### config.mk
export PLATFORM = sky130hd
export DESIGN_NAME = interleaved_highpass_slew_limiter_unit_flat
export DESIGN_NICKNAME = d
export VERILOG_FILES = /design/src/rtl/core/ihsl_pkg.sv /design/src/rtl/core/ihsl_in_if.sv /design/src/rtl/core/ihsl_out_if.sv /design/src/rtl/core/ihsl_mul.sv /design/src/rtl/core/interleaved_highpass_slew_limiter_unit.sv /design/src/flat_wrapper.sv
export SDC_FILE = /design/constraint.sdc
export NUM_CORES = 2
export LEC_CHECK = 0
export BUFFER_PORTS_ARGS = -buffer_cell sky130_fd_sc_hd__buf_4
export CAP_MARGIN = 20
export CORE_MARGIN = 1.5
export CORE_UTILIZATION = 54
export CTS_CLUSTER_DIAMETER = 100
export DETAILED_ROUTE_END_ITERATION = 6
export HOLD_SLACK_MARGIN = 0.06
export PLACE_DENSITY = 0.7
export SLEW_MARGIN = 20
export SYNTH_ARGS = -nofsm -noshare
export SYNTH_HDL_FRONTEND = slang
export SYNTH_HIERARCHICAL = 1
export SYNTH_SLANG_ARGS = --single-unit
export TNS_END_PERCENT = 30
### constraint.sdc
create_clock -name clk -period 8.25 [get_ports clk]
set_clock_uncertainty 0.15 [all_clocks]
set_input_delay 1.2375 -clock clk [delete_from_list [all_inputs] [get_ports clk]]
set_output_delay 1.2375 -clock clk [all_outputs]
set_load 0.1 [all_outputs]
### src/rtl/core/ihsl_pkg.sv
// ----------------------------------------------------------------------------
// ihsl_pkg
// Shared constants for the interleaved highpass slew limiter: default sizes,
// coefficient format, serial multiplier digit size and register map.
// ----------------------------------------------------------------------------
package ihsl_pkg;

	localparam int SAMPLE_BITS_DEF         = 24;
	localparam int STATE_FRACTION_BITS_DEF = 16;

	localparam int COEF_BITS      = 24;
	localparam int THRESHOLD_BITS = 23;
	localparam int DIGIT_BITS     = 2;
	localparam int COEF_DIGITS    = COEF_BITS / DIGIT_BITS;

	localparam int CFG_INDEX_BITS = 2;
	localparam int CFG_DATA_BITS  = 24;

	localparam logic [CFG_INDEX_BITS-1:0] CFG_FAST_COEF = 2'd0;
	localparam logic [CFG_INDEX_BITS-1:0] CFG_SLOW_COEF = 2'd1;
	localparam logic [CFG_INDEX_BITS-1:0] CFG_THRESHOLD = 2'd2;

	localparam logic [COEF_BITS-1:0]      FAST_COEF_RST = 24'd6408290;
	localparam logic [COEF_BITS-1:0]      SLOW_COEF_RST = 24'd49493;
	localparam logic [THRESHOLD_BITS-1:0] THRESHOLD_RST = 23'd3204145;

endpackage

### src/rtl/core/ihsl_in_if.sv
// ----------------------------------------------------------------------------
// ihsl_in_if
// Input sample channel: valid/ready handshake carrying one signed sample.
// ----------------------------------------------------------------------------
interface ihsl_in_if #(
	parameter int SAMPLE_BITS = ihsl_pkg::SAMPLE_BITS_DEF
);
	logic                          valid;
	logic                          ready;
	logic signed [SAMPLE_BITS-1:0] in_sample;

	modport source (output valid, output in_sample, input ready);
	modport sink (input valid, input in_sample, output ready);
endinterface

### src/rtl/core/ihsl_out_if.sv
// ----------------------------------------------------------------------------
// ihsl_out_if
// Output sample channel: valid/ready handshake carrying one signed sample.
// ----------------------------------------------------------------------------
interface ihsl_out_if #(
	parameter int SAMPLE_BITS = ihsl_pkg::SAMPLE_BITS_DEF
);
	logic                          valid;
	logic                          ready;
	logic signed [SAMPLE_BITS-1:0] out_sample;

	modport source (output valid, output out_sample, input ready);
	modport sink (input valid, input out_sample, output ready);
endinterface

### src/rtl/core/ihsl_mul.sv
// ----------------------------------------------------------------------------
// ihsl_mul
// Digit-serial unsigned multiplier, two coefficient bits per cycle, LSB first.
// Returns floor(mag * coef / 2^COEF_BITS) and the highest dropped bit.
// ----------------------------------------------------------------------------
module ihsl_mul #(
	parameter int MAG_BITS = 41
) (
	input  logic                           clk,
	input  logic                           arst_n,
	input  logic                           start,
	input  logic [MAG_BITS-1:0]            mag,
	input  logic [ihsl_pkg::COEF_BITS-1:0] coef,
	output logic                           done,
	output logic [MAG_BITS-1:0]            prod_hi,
	output logic                           round_bit
);
	import ihsl_pkg::*;

	localparam int ACC_BITS = MAG_BITS + DIGIT_BITS;
	localparam int CNT_BITS = $clog2(COEF_DIGITS);

	typedef enum logic [1:0] {
		MS_IDLE,
		MS_PREP,
		MS_RUN
	} mul_state_t;

	mul_state_t            state_q;
	logic [CNT_BITS-1:0]   cnt_q;
	logic                  done_q;
	logic [MAG_BITS-1:0]   mag_q;
	logic [ACC_BITS-1:0]   mag3_q;
	logic [ACC_BITS-1:0]   acc_q;
	logic [COEF_BITS-1:0]  lo_q;
	logic [ACC_BITS-1:0]   addend;
	logic [ACC_BITS-1:0]   sum;

	always_comb begin
		unique case (lo_q[DIGIT_BITS-1:0])
			2'd0:    addend = '0;
			2'd1:    addend = {{DIGIT_BITS{1'b0}}, mag_q};
			2'd2:    addend = {1'b0, mag_q, 1'b0};
			default: addend = mag3_q;
		endcase
		sum = acc_q + addend;
	end

	always_ff @(posedge clk or negedge arst_n) begin
		if (!arst_n) begin
			state_q <= MS_IDLE;
			cnt_q   <= '0;
			done_q  <= 1'b0;
		end else begin
			done_q <= 1'b0;
			unique case (state_q)
				MS_IDLE: begin
					if (start) begin
						state_q <= MS_PREP;
					end
				end
				MS_PREP: begin
					cnt_q   <= '0;
					state_q <= MS_RUN;
				end
				MS_RUN: begin
					cnt_q <= cnt_q + CNT_BITS'(1);
					if (cnt_q == CNT_BITS'(COEF_DIGITS - 1)) begin
						done_q  <= 1'b1;
						state_q <= MS_IDLE;
					end
				end
				default: state_q <= MS_IDLE;
			endcase
		end
	end

	always_ff @(posedge clk) begin
		if (state_q == MS_IDLE && start) begin
			mag_q <= mag;
			lo_q  <= coef;
			acc_q <= '0;
		end
		if (state_q == MS_PREP) begin
			mag3_q <= {{DIGIT_BITS{1'b0}}, mag_q} + {1'b0, mag_q, 1'b0};
		end
		if (state_q == MS_RUN) begin
			acc_q <= {{DIGIT_BITS{1'b0}}, sum[ACC_BITS-1:DIGIT_BITS]};
			lo_q  <= {sum[DIGIT_BITS-1:0], lo_q[COEF_BITS-1:DIGIT_BITS]};
		end
	end

	assign done      = done_q;
	assign prod_hi   = acc_q[MAG_BITS-1:0];
	assign round_bit = lo_q[COEF_BITS-1];

endmodule

### src/rtl/core/interleaved_highpass_slew_limiter_unit.sv
// ----------------------------------------------------------------------------
// interleaved_highpass_slew_limiter_unit
// Averages each sample with the last output, runs it through one of two
// alternating banks of three one-pole lowpasses, forms the highpass, limits
// its distance from the first-stage value and saturates the result.
//
// in_chan takes one signed sample per request; out_chan returns exactly one
// signed sample per request, in order. Configuration goes through the
// cfg_we / cfg_index / cfg_wdata write port; the user must write it only
// while no request is in flight, as the block itself does not enforce this.
//
// One request at a time: in_chan is ready again in the same cycle in which
// the result becomes valid, and not before. A request passes one averaging
// step, three passes through the shared digit-serial multiplier (difference
// and operand capture, preparation, twelve 2-bit coefficient digits,
// hand-over, state update) and the highpass, error, compare, clamp and
// rounding steps. The result sits in an output register: a stalled receiver
// does not keep the next request out, only the hand-over of the following
// result waits. Reset clears the filter states and the previous output,
// selects the first bank and loads the default coefficients and threshold.
// ----------------------------------------------------------------------------
module interleaved_highpass_slew_limiter_unit #(
	parameter int SAMPLE_BITS         = ihsl_pkg::SAMPLE_BITS_DEF,
	parameter int STATE_FRACTION_BITS = ihsl_pkg::STATE_FRACTION_BITS_DEF
) (
	input  logic                                clk,
	input  logic                                arst_n,
	ihsl_in_if.sink                             in_chan,
	ihsl_out_if.source                          out_chan,
	input  logic                                cfg_we,
	input  logic [ihsl_pkg::CFG_INDEX_BITS-1:0] cfg_index,
	input  logic [ihsl_pkg::CFG_DATA_BITS-1:0]  cfg_wdata
);
	import ihsl_pkg::*;

	localparam int W = SAMPLE_BITS + STATE_FRACTION_BITS;
	localparam int M = W + 1;
	localparam int E = W + 2;
	localparam int F = STATE_FRACTION_BITS;
	localparam int S = SAMPLE_BITS;

	localparam logic [1:0] STAGE_FAST  = 2'd0;
	localparam logic [1:0] STAGE_SLOW1 = 2'd1;
	localparam logic [1:0] STAGE_SLOW2 = 2'd2;

	localparam logic [THRESHOLD_BITS-1:0] THR_MASK =
		THRESHOLD_BITS'((64'd1 << (S - 1)) - 64'd1);
	localparam logic signed [E-1:0] HALF_LSB = E'(64'd1 << (F - 1));
	localparam logic signed [S+1:0] SMAX = (S+2)'((64'd1 << (S - 1)) - 64'd1);
	localparam logic signed [S+1:0] SMIN = ~SMAX;

	typedef enum logic [3:0] {
		ST_IDLE,
		ST_AVG,
		ST_DIFF,
		ST_MUL,
		ST_UPD,
		ST_HP,
		ST_ERR,
		ST_CMP,
		ST_CLAMP,
		ST_ROUND
	} state_t;

	state_t                      state_q;
	logic [1:0]                  stage_q;
	logic                        bank_q;
	logic                        out_valid_q;
	logic [COEF_BITS-1:0]        fast_coef_q;
	logic [COEF_BITS-1:0]        slow_coef_q;
	logic [THRESHOLD_BITS-1:0]   thr_q;
	logic signed [S-1:0]         prev_q;
	logic signed [W-1:0]         fast_q  [2];
	logic signed [W-1:0]         slow1_q [2];
	logic signed [W-1:0]         slow2_q [2];

	logic signed [S-1:0]         dry_q;
	logic signed [W-1:0]         avg_q;
	logic                        neg_q;
	logic signed [E-1:0]         hp_q;
	logic signed [E-1:0]         err_q;
	logic signed [E-1:0]         nth_q;
	logic signed [E-1:0]         hpc_q;
	logic                        gt_q;
	logic                        lt_q;
	logic signed [S-1:0]         out_q;

	logic                        bi;
	logic signed [W-1:0]         cur_s;
	logic signed [W-1:0]         tgt;
	logic [COEF_BITS-1:0]        cur_coef;
	logic signed [M-1:0]         d_fwd;
	logic signed [M-1:0]         d_rev;
	logic [M-1:0]                mag;
	logic                        mul_start;
	logic                        mul_done;
	logic [M-1:0]                mul_hi;
	logic                        mul_rnd;
	logic [E-1:0]                step_opnd;
	logic signed [E-1:0]         s_new;
	logic signed [E-1:0]         th_ext;
	logic signed [E-1:0]         fast_ext;
	logic signed [E-1:0]         rnd_sum;
	logic signed [S+1:0]         rnd_shift;
	logic signed [S-1:0]         res;
	logic                        accept;
	logic                        ld_out;

	assign bi        = ~bank_q;
	assign accept    = in_chan.valid && (state_q == ST_IDLE);
	assign ld_out    = (state_q == ST_ROUND) && (!out_valid_q || out_chan.ready);
	assign mul_start = (state_q == ST_DIFF);

	always_comb begin
		unique case (stage_q)
			STAGE_FAST: begin
				cur_s    = fast_q[bi];
				tgt      = avg_q;
				cur_coef = fast_coef_q;
			end
			STAGE_SLOW1: begin
				cur_s    = slow1_q[bi];
				tgt      = fast_q[bi];
				cur_coef = slow_coef_q;
			end
			default: begin
				cur_s    = slow2_q[bi];
				tgt      = slow1_q[bi];
				cur_coef = slow_coef_q;
			end
		endcase
		d_fwd     = {tgt[W-1], tgt} - {cur_s[W-1], cur_s};
		d_rev     = {cur_s[W-1], cur_s} - {tgt[W-1], tgt};
		mag       = d_fwd[M-1] ? d_rev : d_fwd;
		step_opnd = neg_q ? ~{1'b0, mul_hi} : {1'b0, mul_hi};
		s_new     = {{2{cur_s[W-1]}}, cur_s} + step_opnd + E'(mul_rnd ^ neg_q);
		th_ext    = E'(thr_q & THR_MASK) << F;
		fast_ext  = {{2{fast_q[bi][W-1]}}, fast_q[bi]};
		rnd_sum   = hpc_q + HALF_LSB;
		rnd_shift = rnd_sum[E-1:F];
		if (rnd_shift > SMAX) begin
			res = SMAX[S-1:0];
		end else if (rnd_shift < SMIN) begin
			res = SMIN[S-1:0];
		end else begin
			res = rnd_shift[S-1:0];
		end
	end

	ihsl_mul #(
		.MAG_BITS (M)
	) u_ihsl_mul (
		.clk       (clk),
		.arst_n    (arst_n),
		.start     (mul_start),
		.mag       (mag),
		.coef      (cur_coef),
		.done      (mul_done),
		.prod_hi   (mul_hi),
		.round_bit (mul_rnd)
	);

	always_ff @(posedge clk or negedge arst_n) begin
		if (!arst_n) begin
			state_q     <= ST_IDLE;
			stage_q     <= STAGE_FAST;
			bank_q      <= 1'b1;
			out_valid_q <= 1'b0;
			fast_coef_q <= FAST_COEF_RST;
			slow_coef_q <= SLOW_COEF_RST;
			thr_q       <= THRESHOLD_RST;
			prev_q      <= '0;
			for (int i = 0; i < 2; i++) begin
				fast_q[i]  <= '0;
				slow1_q[i] <= '0;
				slow2_q[i] <= '0;
			end
		end else begin
			if (cfg_we) begin
				unique case (cfg_index)
					CFG_FAST_COEF: fast_coef_q <= cfg_wdata[COEF_BITS-1:0];
					CFG_SLOW_COEF: slow_coef_q <= cfg_wdata[COEF_BITS-1:0];
					CFG_THRESHOLD: thr_q       <= cfg_wdata[THRESHOLD_BITS-1:0];
					default: ;
				endcase
			end
			if (ld_out) begin
				out_valid_q <= 1'b1;
			end else if (out_chan.ready) begin
				out_valid_q <= 1'b0;
			end
			unique case (state_q)
				ST_IDLE: begin
					if (accept) begin
						state_q <= ST_AVG;
					end
				end
				ST_AVG: begin
					stage_q <= STAGE_FAST;
					state_q <= ST_DIFF;
				end
				ST_DIFF: state_q <= ST_MUL;
				ST_MUL: begin
					if (mul_done) begin
						state_q <= ST_UPD;
					end
				end
				ST_UPD: begin
					unique case (stage_q)
						STAGE_FAST:  fast_q[bi]  <= s_new[W-1:0];
						STAGE_SLOW1: slow1_q[bi] <= s_new[W-1:0];
						default:     slow2_q[bi] <= s_new[W-1:0];
					endcase
					if (stage_q == STAGE_SLOW2) begin
						stage_q <= STAGE_FAST;
						state_q <= ST_HP;
					end else begin
						stage_q <= stage_q + 2'd1;
						state_q <= ST_DIFF;
					end
				end
				ST_HP:    state_q <= ST_ERR;
				ST_ERR:   state_q <= ST_CMP;
				ST_CMP:   state_q <= ST_CLAMP;
				ST_CLAMP: state_q <= ST_ROUND;
				ST_ROUND: begin
					if (ld_out) begin
						prev_q  <= res;
						bank_q  <= ~bank_q;
						state_q <= ST_IDLE;
					end
				end
				default: state_q <= ST_IDLE;
			endcase
		end
	end

	always_ff @(posedge clk) begin
		if (accept) begin
			dry_q <= in_chan.in_sample;
		end
		if (state_q == ST_AVG) begin
			avg_q <= W'({{dry_q[S-1], dry_q} + {prev_q[S-1], prev_q}, {(F-1){1'b0}}});
		end
		if (state_q == ST_DIFF) begin
			neg_q <= d_fwd[M-1];
		end
		if (state_q == ST_HP) begin
			hp_q  <= {{2{dry_q[S-1]}}, dry_q, {F{1'b0}}}
				- {{2{slow2_q[bi][W-1]}}, slow2_q[bi]};
			nth_q <= -th_ext;
		end
		if (state_q == ST_ERR) begin
			err_q <= hp_q - fast_ext;
		end
		if (state_q == ST_CMP) begin
			gt_q <= err_q > th_ext;
			lt_q <= err_q < nth_q;
		end
		if (state_q == ST_CLAMP) begin
			if (gt_q || lt_q) begin
				hpc_q <= fast_ext + (gt_q ? th_ext : nth_q);
			end else begin
				hpc_q <= hp_q;
			end
		end
		if (ld_out) begin
			out_q <= res;
		end
	end

	assign in_chan.ready       = (state_q == ST_IDLE);
	assign out_chan.valid      = out_valid_q;
	assign out_chan.out_sample = out_q;

endmodule

### src/flat_wrapper.sv
// flat-port wrapper written by rule: the top's interface ports become plain ports
module interleaved_highpass_slew_limiter_unit_flat import ihsl_pkg::*;
#(
	parameter int SAMPLE_BITS         = ihsl_pkg::SAMPLE_BITS_DEF,
	parameter int STATE_FRACTION_BITS = ihsl_pkg::STATE_FRACTION_BITS_DEF
)
  (clk, arst_n, cfg_we, cfg_index, cfg_wdata, in_chan_valid, in_chan_in_sample, in_chan_ready, out_chan_valid, out_chan_out_sample, out_chan_ready);
  ihsl_in_if #(.SAMPLE_BITS(SAMPLE_BITS)) in_chan_i ();
  ihsl_out_if #(.SAMPLE_BITS(SAMPLE_BITS)) out_chan_i ();
  input  logic clk;
  input  logic arst_n;
  input  logic cfg_we;
  input  logic [ihsl_pkg::CFG_INDEX_BITS-1:0] cfg_index;
  input  logic [ihsl_pkg::CFG_DATA_BITS-1:0] cfg_wdata;
  input wire logic [$bits(in_chan_i.valid)-1:0] in_chan_valid;
  input wire logic [$bits(in_chan_i.in_sample)-1:0] in_chan_in_sample;
  output wire logic [$bits(in_chan_i.ready)-1:0] in_chan_ready;
  output wire logic [$bits(out_chan_i.valid)-1:0] out_chan_valid;
  output wire logic [$bits(out_chan_i.out_sample)-1:0] out_chan_out_sample;
  input wire logic [$bits(out_chan_i.ready)-1:0] out_chan_ready;
  assign in_chan_i.valid = in_chan_valid;
  assign in_chan_i.in_sample = in_chan_in_sample;
  assign in_chan_ready = in_chan_i.ready;
  assign out_chan_valid = out_chan_i.valid;
  assign out_chan_out_sample = out_chan_i.out_sample;
  assign out_chan_i.ready = out_chan_ready;
  interleaved_highpass_slew_limiter_unit #(.SAMPLE_BITS(SAMPLE_BITS), .STATE_FRACTION_BITS(STATE_FRACTION_BITS)) u_core (.clk(clk), .arst_n(arst_n), .in_chan(in_chan_i), .out_chan(out_chan_i), .cfg_we(cfg_we), .cfg_index(cfg_index), .cfg_wdata(cfg_wdata));
endmodule
==> out/metrics.yaml <==
drt:
  ant_nets: 0
  drtIter0Drc: 4048
  routed_wirelength_mm: 152
  vias: 40700
  drtPass1Iterations: 6
  wl_per_cell_microns: 22.9
  vias_per_cell: 6.13
  drc: 0
die:
  die_width_microns: 308
  core_area_sq_um: 91800
  rows: 111
  die-area_sq_um: 94600
  die_h_microns: 308
  start_util_pct: 54.6
  io_pins: 81
synthesis:
  netlist_area_sq_um: 50100
  yosysSeqAreaShare_pct: 39.2
  syn_avg_cell_area_sq_um: 9.33
  yosys_warnings: 6
  synth_area_leaders: "edfxtp_1, dfrtp_1, ha_1, mux2_2, nand2_1"
  synthFlopType: "edfxtp_1"
  synth_most_common_cell: "nand2_1"
  synth_common_cells: "nand2_1, o21ai_0, a21oi_1"
  syn_nets: 5803
  ys_types: 101
  synth_top_area_cell: "edfxtp_1"
  async_flop_share_pct: 49.2
  synth_top_area_share_pct: 21.6
  ys_ff_latch: 711
  synth_edf_count: 361
  syn_inst: 5366
setup_path:
  crit_type: "reg -> reg"
  crit_required_ns: 8.48
  crit_start: "u_core/bank_q$_DFFE_PN1P_"
  r2r-start: "u_core/bank_q$_DFFE_PN1P_"
  arrival_ns: 7.21
  endpoint_kind: "register"
  regToRegSetupSlack_ns: 1.27
  critPathMaxFanout: 72
  cp-start-kind: "register"
global_routing:
  grt_pass1_vias: 39200
  grt_pass1_wl_mm: 233
  grt_overflow: 0
  grt_max_degree: 137
  antenna_found_initial: 4
  grtUsageTotal_pct: 31.9
timing:
  period_minus_slack_ns: 6.98
  min_period_over_period_pct: 84.6
  worst_slew_pin_slew_ns: 1.13
  fmax_ghz: 0.143
  finalSetupViolations: 0
  hold_viol_final: 0
  rsz0062_at_grt: "no"
  setup-tns-final_ns: 0
  drv_slew: 0
  slew_headroom_pct: 23.0
final_layout:
  fin_area_sq_um: 54800
  instances_no_fill: 6640
  area_growth_pct: 9.36
  n_fill_cell: 7934
  drive_gt1_share_pct: 11.7
  nets: 5766
power:
  power.leakage_nw: 24.1
  power_mw: 10.8
  power_density_nw_per_um2: 198
  peakVddDrop_mv: 0.190
clock_network:
  postCtsResizedCells: 0
  clk_pin_slew_ns: 0.06
  cts_tree: "built"
  ctsLongestPathBuffers: 3
  cts_sinks: 711
  cts_buffers: 81
  hold_buffers: 0
  cts.htree.levels: 3
  cts_root_buf: "clkbuf_16"
  clock_latency_ns: 0.66
  cts_post_setup_buffers_inserted: 0
min_path:
  min_from: "u_core/slow2_q[18]$_DFFE_PN0P_"
  min_path_type: "reg -> reg"
placement:
  dpl_cell_area_sq_um: 51800
  place_inst: 6487
  hpwl_mm: 117
  portBuffers: 80
  routabilityCongestion: 0.991
outcome:
  status: "complete, no violations"
job:
  drv_cap: 0
worst max-delay path, cell delays in order, from the launching register on:
cell and delay [ns]:
dfstp_4 1.31, buf_4 0.36, mux2i_1 0.40, a211oi_1 0.13
a21oi_1 0.28, inv_1 0.09, ha_1 0.48, nand2_1 0.18
nor2_1 0.36, nand4_1 0.25, nor3_1 0.33, and4b_1 0.28
a221oi_1 0.19, a21boi_4 0.54, inv_2 0.33, a211oi_1 0.48
o41ai_1 0.18, a21oi_1 0.21, xnor2_1 0.08
state kept, by name, indices dropped and copies added, names as in the netlist, 25 cells and up:
| name | flops |
|---|---|
| u_core/fast_q | 80 |
| u_core/slow1_q | 80 |
| u_core/slow2_q | 80 |
| u_core/u_ihsl_mul/mag3_q | 43 |
| u_core/err_q | 42 |
| u_core/hp_q | 41 |
| u_core/u_ihsl_mul/acc_q | 41 |
| u_core/u_ihsl_mul/mag_q | 41 |
| u_core/hpc_q | 27 |
| u_core/nth_q | 26 |
| u_core/avg_q | 25 |
cells in the final DEF (no fill, tap or decap), types with 16 or more instances in the layout:
cell type,n
nand2b_1,46
a21oi_1,386
ha_1,371
o21a_1,57
dfstp_2,25
a31oi_1,37
o31ai_1,23
mux2i_1,96
o21ai_1,35
a22o_1,41
edfxtp_1,361
a21o_1,204
or2_2,16
buf_4,130
nand2_1,638
clkbuf_16,85
and2_1,27
inv_1,266
nand4_1,78
nor3_1,72
o21ai_0,461
nor2_1,327
and3_1,39
nor2b_1,58
o211ai_1,28
xnor2_1,183
xor2_1,167
nand3_1,82
mux2_2,258
o21bai_1,43
dfrtp_1,322
nor4_1,25
a211oi_1,61
worst paths after layout:
check,end,depth (start not counted)
max in group asynchronous,u_core/thr_q[0]$_DFFE_PN1P_,3
max reg2reg,u_core/u_ihsl_mul/mag_q[38]$_DFFE_PP_,18
min,u_core/slow2_q[18]$_DFFE_PN0P_,2
min in group asynchronous,u_core/prev_q[7]$_DFFE_PN0P_,1
min reg2reg,u_core/slow2_q[18]$_DFFE_PN0P_,2
max,u_core/u_ihsl_mul/mag_q[38]$_DFFE_PP_,18
through the flow:
step,hold WS (ns),util (%),worst slack [ns]
final,0.317,59.7,1.27
after detailed placement,0.305,56.4,1.44
after CTS,0.318,59.6,1.39
after global placement,0.298,56.4,1.69
after global routing,0.342,59.7,0.951
after floorplan,0.288,-,2.09
power by group:
| part | internal, mW | switching (mW) |
|---|---|---|
| clock network | 2.43 | 1.54 |
| logic | 1.01 | 1.60 |
| registers | 4.07 | 0.189 |
layer usage:
metal | GRT usage (%) | wire length [microns] | up-vias
li1 | - | - | 19300
met1 | 40.9 | 62700 | 19700
met2 | 52.8 | 71400 | 1311
met3 | 5.42 | 10200 | 318
met4 | 14.7 | 7850 | 6
met5 | 0 | 43 | -
cell type report:
class	instances	area, sq um	share of cell area (%)
Clock inverter	43	667	1.22
Multi-Input combinational cell	4129	28500	52.1
Timing Repair Buffer	134	1070	1.95
Clock buffer	107	2280	4.16
Inverter	272	1020	1.86
Sequential cell	711	19600	35.9
Antenna cell	1	2.50	0.00457
Tap cell	1243	1560	2.84
kinds of logic (layout without fill, tap and decap cells):
kind of cell | Yosys count | count (layout) | synth area share, %
XOR/XNOR | 350 | 350 | 6.12
flip-flops | 711 | 711 | 39.2
multiplexers | 356 | 356 | 7.81
AO/OA/AOI/OAI | 1541 | 1541 | 19.4
AND/OR/NAND/NOR | 1496 | 1496 | 13.7
other | 0 | 1 | 0
adder cells (fa/ha/maj) | 386 | 386 | 9.76
buffers and inverters | 526 | 556 | 4.06
No activity file was read; power rests on OpenSTA's default activity.
